**config.mk**
```make
export PLATFORM = sky130hd
export DESIGN_NAME = fcs_ctrl
export DESIGN_NICKNAME = d
export VERILOG_FILES = /design/src/hw/rtl/fcs_pkg.sv /design/src/hw/rtl/fcs_ctrl.sv
export SDC_FILE = /design/constraint.sdc
export NUM_CORES = 1
export LEC_CHECK = 0
export ABC_CLOCK_PERIOD_IN_PS = 3800
export BUFFER_PORTS_ARGS = -buffer_cell sky130_fd_sc_hd__buf_2
export CORE_AREA = 2 2 39 41
export DETAILED_ROUTE_END_ITERATION = 8
export DIE_AREA = 0 0 41 43
export PLACE_DENSITY_LB_ADDON = 0.25
export SETUP_SLACK_MARGIN = 0.02
export SLEW_MARGIN = 25
export SYNTH_ARGS = -nofsm -noshare
export SYNTH_HDL_FRONTEND = slang
export SYNTH_SLANG_ARGS = --single-unit
```
**constraint.sdc**
```tcl
create_clock -name clk_i -period 3.8 [get_ports clk_i]
set_clock_uncertainty 0.2 [all_clocks]
set_input_delay 0.57 -clock clk_i [delete_from_list [all_inputs] [get_ports clk_i]]
set_output_delay 0.57 -clock clk_i [all_outputs]
set_load 0.1 [all_outputs]
```
**src/hw/rtl/fcs_pkg.sv**
```systemverilog
// Shared types, widths and codes of the feature column scaler.
package fcs_pkg;

  localparam int unsigned MaxSamples = 64;
  localparam int unsigned AddrW      = $clog2(MaxSamples);
  localparam int unsigned CountW     = $clog2(MaxSamples + 1);
  localparam int unsigned SampleW    = 16;
  localparam int unsigned SumW       = SampleW + CountW;
  localparam int unsigned SqAccW     = 2 * SampleW - 2 + CountW;
  localparam int unsigned NqW        = SqAccW + CountW;
  localparam int unsigned VarW       = NqW - 1;
  localparam int unsigned RadBits    = VarW + SampleW;
  localparam int unsigned RadW       = RadBits + (RadBits % 2);
  localparam int unsigned RootW      = RadW / 2;
  localparam int unsigned DenW       = RootW + 2;
  localparam int unsigned DevW       = SampleW + CountW + 1;
  localparam int unsigned DevMagW    = DevW - 1;
  localparam int unsigned QuoW       = 17;
  localparam int unsigned NumW       = DevMagW + 23;
  localparam int unsigned SqStepW    = $clog2(RootW);
  localparam int unsigned DivStepW   = $clog2(QuoW);

  localparam logic [1:0] StatusOk      = 2'd0;
  localparam logic [1:0] StatusFlat    = 2'd1;
  localparam logic [1:0] StatusDropped = 2'd2;

  localparam logic ModeMinMax = 1'b0;
  localparam logic ModeZScore = 1'b1;

  typedef struct packed {
    logic signed [15:0] sample_value;
    logic               last_sample;
  } fcs_in_t;

  typedef struct packed {
    logic signed [15:0] scaled_value;
    logic               last_result;
    logic [1:0]         status;
  } fcs_out_t;

  typedef enum logic [3:0] {
    ST_COLLECT,
    ST_SQ_READ,
    ST_SQ_DRAIN,
    ST_VAR_MUL,
    ST_VAR_SUB,
    ST_SQRT,
    ST_RD,
    ST_LOAD,
    ST_DIV,
    ST_PUT
  } fcs_state_e;

  typedef enum logic [3:0] {
    OP_IDLE,
    OP_COLLECT,
    OP_SQ_READ,
    OP_VAR_MUL,
    OP_VAR_SUB,
    OP_SQRT_STEP,
    OP_EMIT_READ,
    OP_DIV_LOAD,
    OP_DIV_STEP,
    OP_PUT
  } fcs_op_e;

  typedef struct packed {
    fcs_op_e op;
  } fcs_cmd_t;

  typedef struct packed {
    logic mode;
    logic idx_end;
    logic sqrt_done;
    logic div_done;
    logic out_free;
  } fcs_sts_t;

endpackage

```
**src/hw/rtl/fcs_ctrl.sv**
```systemverilog
// Sequencer that steps the datapath through collection, variance, root and emission.
module fcs_ctrl (
  input  logic              clk_i,
  input  logic              rst_ni,
  input  logic              in_valid_i,
  output logic              in_ready_o,
  input  logic              in_last_i,
  input  fcs_pkg::fcs_sts_t sts_i,
  output fcs_pkg::fcs_cmd_t cmd_o
);

  fcs_pkg::fcs_state_e state_q, state_d;

  always_ff @(posedge clk_i or negedge rst_ni) begin
    if (!rst_ni) begin
      state_q <= fcs_pkg::ST_COLLECT;
    end else begin
      state_q <= state_d;
    end
  end

  always_comb begin
    state_d    = state_q;
    in_ready_o = 1'b0;
    cmd_o.op   = fcs_pkg::OP_IDLE;
    unique case (state_q)
      fcs_pkg::ST_COLLECT: begin
        in_ready_o = 1'b1;
        if (in_valid_i) begin
          cmd_o.op = fcs_pkg::OP_COLLECT;
          if (in_last_i) begin
            state_d = (sts_i.mode == fcs_pkg::ModeZScore) ? fcs_pkg::ST_SQ_READ
                                                           : fcs_pkg::ST_RD;
          end
        end
      end
      fcs_pkg::ST_SQ_READ: begin
        cmd_o.op = fcs_pkg::OP_SQ_READ;
        if (sts_i.idx_end) begin
          state_d = fcs_pkg::ST_SQ_DRAIN;
        end
      end
      fcs_pkg::ST_SQ_DRAIN: begin
        state_d = fcs_pkg::ST_VAR_MUL;
      end
      fcs_pkg::ST_VAR_MUL: begin
        cmd_o.op = fcs_pkg::OP_VAR_MUL;
        state_d  = fcs_pkg::ST_VAR_SUB;
      end
      fcs_pkg::ST_VAR_SUB: begin
        cmd_o.op = fcs_pkg::OP_VAR_SUB;
        state_d  = fcs_pkg::ST_SQRT;
      end
      fcs_pkg::ST_SQRT: begin
        cmd_o.op = fcs_pkg::OP_SQRT_STEP;
        if (sts_i.sqrt_done) begin
          state_d = fcs_pkg::ST_RD;
        end
      end
      fcs_pkg::ST_RD: begin
        cmd_o.op = fcs_pkg::OP_EMIT_READ;
        state_d  = fcs_pkg::ST_LOAD;
      end
      fcs_pkg::ST_LOAD: begin
        cmd_o.op = fcs_pkg::OP_DIV_LOAD;
        state_d  = fcs_pkg::ST_DIV;
      end
      fcs_pkg::ST_DIV: begin
        cmd_o.op = fcs_pkg::OP_DIV_STEP;
        if (sts_i.div_done) begin
          state_d = fcs_pkg::ST_PUT;
        end
      end
      fcs_pkg::ST_PUT: begin
        if (sts_i.out_free) begin
          cmd_o.op = fcs_pkg::OP_PUT;
          state_d  = sts_i.idx_end ? fcs_pkg::ST_COLLECT : fcs_pkg::ST_RD;
        end
      end
      default: begin
        state_d = fcs_pkg::ST_COLLECT;
      end
    endcase
  end

endmodule

```
==> impl_metrics.json <==
{
  "tns_ps": 0,
  "min_path_cells": 1,
  "regMostFlops": "state_q",
  "cts_tree": "yes",
  "met1_usage_pct": 14.98,
  "globalRouteMet3Util_pct": 6.283,
  "drtIter0Drc": 13,
  "final_util_pct": 33.63,
  "overflow": 0,
  "top_regs": "state_q: 4 flops",
  "route.detailed.drc": 0,
  "worstHoldPathType": "flop to flop",
  "cts-buffers-inserted": 3,
  "ys_seq_area_share_pct": 27.40,
  "ios": 14,
  "die_w_um": 41,
  "cts.repair.resized": 0,
  "finalCritPeriodShare_pct": 65.60,
  "netlist_instances": 46,
  "synth-edff-count": 0,
  "cts_setup_buffers": 0,
  "synth.top_cells.by_count": "dfrtp_1, nand2_1, nor2_1",
  "port_buffers": 13,
  "status": "finished clean",
  "die_h_um": 43,
  "area_growth_pct": 27.40,
  "fmax_ghz": 0.4011,
  "cp_max_fo": 10,
  "syn_area_per_cell_sq_um": 7.942,
  "ff2ff_setup_slack_ps": 2150,
  "totalWireLength_um": 799,
  "drv_slew": 0,
  "critPathCaptureType": "output pin",
  "grt_max_degree": 16,
  "fp-row-count": 14,
  "synthTopCellsByArea": "dfrtp_1, mux2i_1, mux2_4",
  "required_ps": 3030,
  "rr_worst_depth": 3,
  "h-tree-depth": 1,
  "holdPathEnd": "state_q[2]",
  "synth_top_area_share_pct": 27.40,
  "largest_register_ffs": 4,
  "synth_area_sq_um": 365.4,
  "hold_viol": 0,
  "initial_core_util_pct": 26.40,
  "routedWlPerCell_um": 10.65,
  "cts-root-buf": "clkbuf_4",
  "holdCritStartpoint": "state_q[2]",
  "synth_top_area_cell": "dfrtp_1",
  "fin_crit_ps": 2493,
  "post_synth_num_cell_types": 28,
  "grt_pass1_wl_mm": 1.380,
  "cts_hold_buf": 1,
  "via_per_inst": 5.067,
  "grt.busiest_layer": "met2",
  "maxCapViolations": 0,
  "core-area_sq_um": 1384,
  "antenna_found_initial": 0,
  "grt_pass1_vias": 324,
  "grt.total_usage_pct": 12.10,
  "ys_warn_count": 0,
  "synthFlopType": "dfrtp_1",
  "final_nets": 70,
  "fillCellCount": 148,
  "syn-num-nets": 55,
  "clk_pin_slew_ps": 40,
  "place_congestion": 0.7066,
  "ys_ff_latch": 4,
  "ant_nets": 0,
  "insertion_delay_ps": 230,
  "arrival_ps": 1720,
  "antenna_cells": 0,
  "relSlewSlack_pct": 67.97,
  "rsz0062_at_grt": "no",
  "rr_endpoint": "state_q[2]",
  "start_kind": "flop",
  "grt_use_met2_pct": 15.63,
  "die_area_sq_um": 1763,
  "drtPass1Iterations": 4,
  "vias": 380,
  "clk_path_buf_depth": 2,
  "final_layout_size_suffix_gt1_share_pct": 33.90,
  "dp_hpwl_um": 607.1,
  "async_reset_ff_share_pct": 100.0,
  "setup-violations-final": 0,
  "fin_hold_ws_ps": 444.7,
  "worstSetupPathType": "flop to output pin",
  "clock-sinks": 4,
  "timing.rr.start": "state_q[3]",
  "worst_slew_pin_slew_ps": 483.8
}
## kinds of logic after synthesis
logic type / share of synthesized area (%)
AND/OR/NAND/NOR: 22.61
AO/OA/AOI/OAI: 29.80
buffers and inverters: 10.61
flip-flops: 27.40
multiplexers: 9.588
## stage by stage
stage / instances / setup slack, ps / area (sq um)
6_report: 75 / 1307 / 465.4
2_1_floorplan: 46 / 675.3 / 371.6
4_1_cts: 75 / 1309 / 465.4
3_5_place_dp: 71 / 1574 / 432.9
3_3_place_gp: 71 / 1581 / 432.9
5_1_grt: 75 / 1186 / 465.4
## layout by cell type, fill, tap and decap left out, types with 2 or more instances in the layout
master / netlist / final
o21ai_0: 2 / 2
clkbuf_4: 0 / 3
nand2_1: 4 / 4
nor3_1: 2 / 2
a21oi_1: 2 / 2
o22ai_1: 2 / 2
mux2i_1: 2 / 2
o211ai_1: 2 / 2
inv_1: 3 / 3
buf_2: 1 / 13
dfrtp_1: 4 / 4
nor2_1: 4 / 4
## critical path, stage by stage, from the launching register on
cell	delay, ps
dfrtp_1	470
nor2_1	300
mux2i_1	120
o22ai_1	140
buf_2	450
## area by class of cell
type                       count  area (sq um)  share of cell area (%)
inverter                       4         15.01                   3.226
clock buffer                   3         22.52                   4.839
multi-input combinational     34         232.7                   50.00
timing repair buffer          14         75.07                   16.13
tap                           16         20.02                   4.301
sequential                     4         100.1                   21.51
## worst max-delay path by stage
stage	startpoint	endpoint	slack, ps
finish	state_q[1]	cmd_o[0]	1310
global route	state_q[1]	cmd_o[0]	1190
CTS	state_q[1]	cmd_o[0]	1310
detailed placement	state_q[1]	cmd_o[0]	1570
global placement	state_q[1]	cmd_o[0]	1580
floorplan	state_q[3]	in_ready_o	680
## per-layer routing
layer	wire [um]	vias up
li1	-	197
met4	0	0
met2	371	7
met1	394	176
met3	33	0
met5	0	-
Power is not shown: default switching activity piles up to over one toggle a cycle in this logic, so the estimate is an artifact.
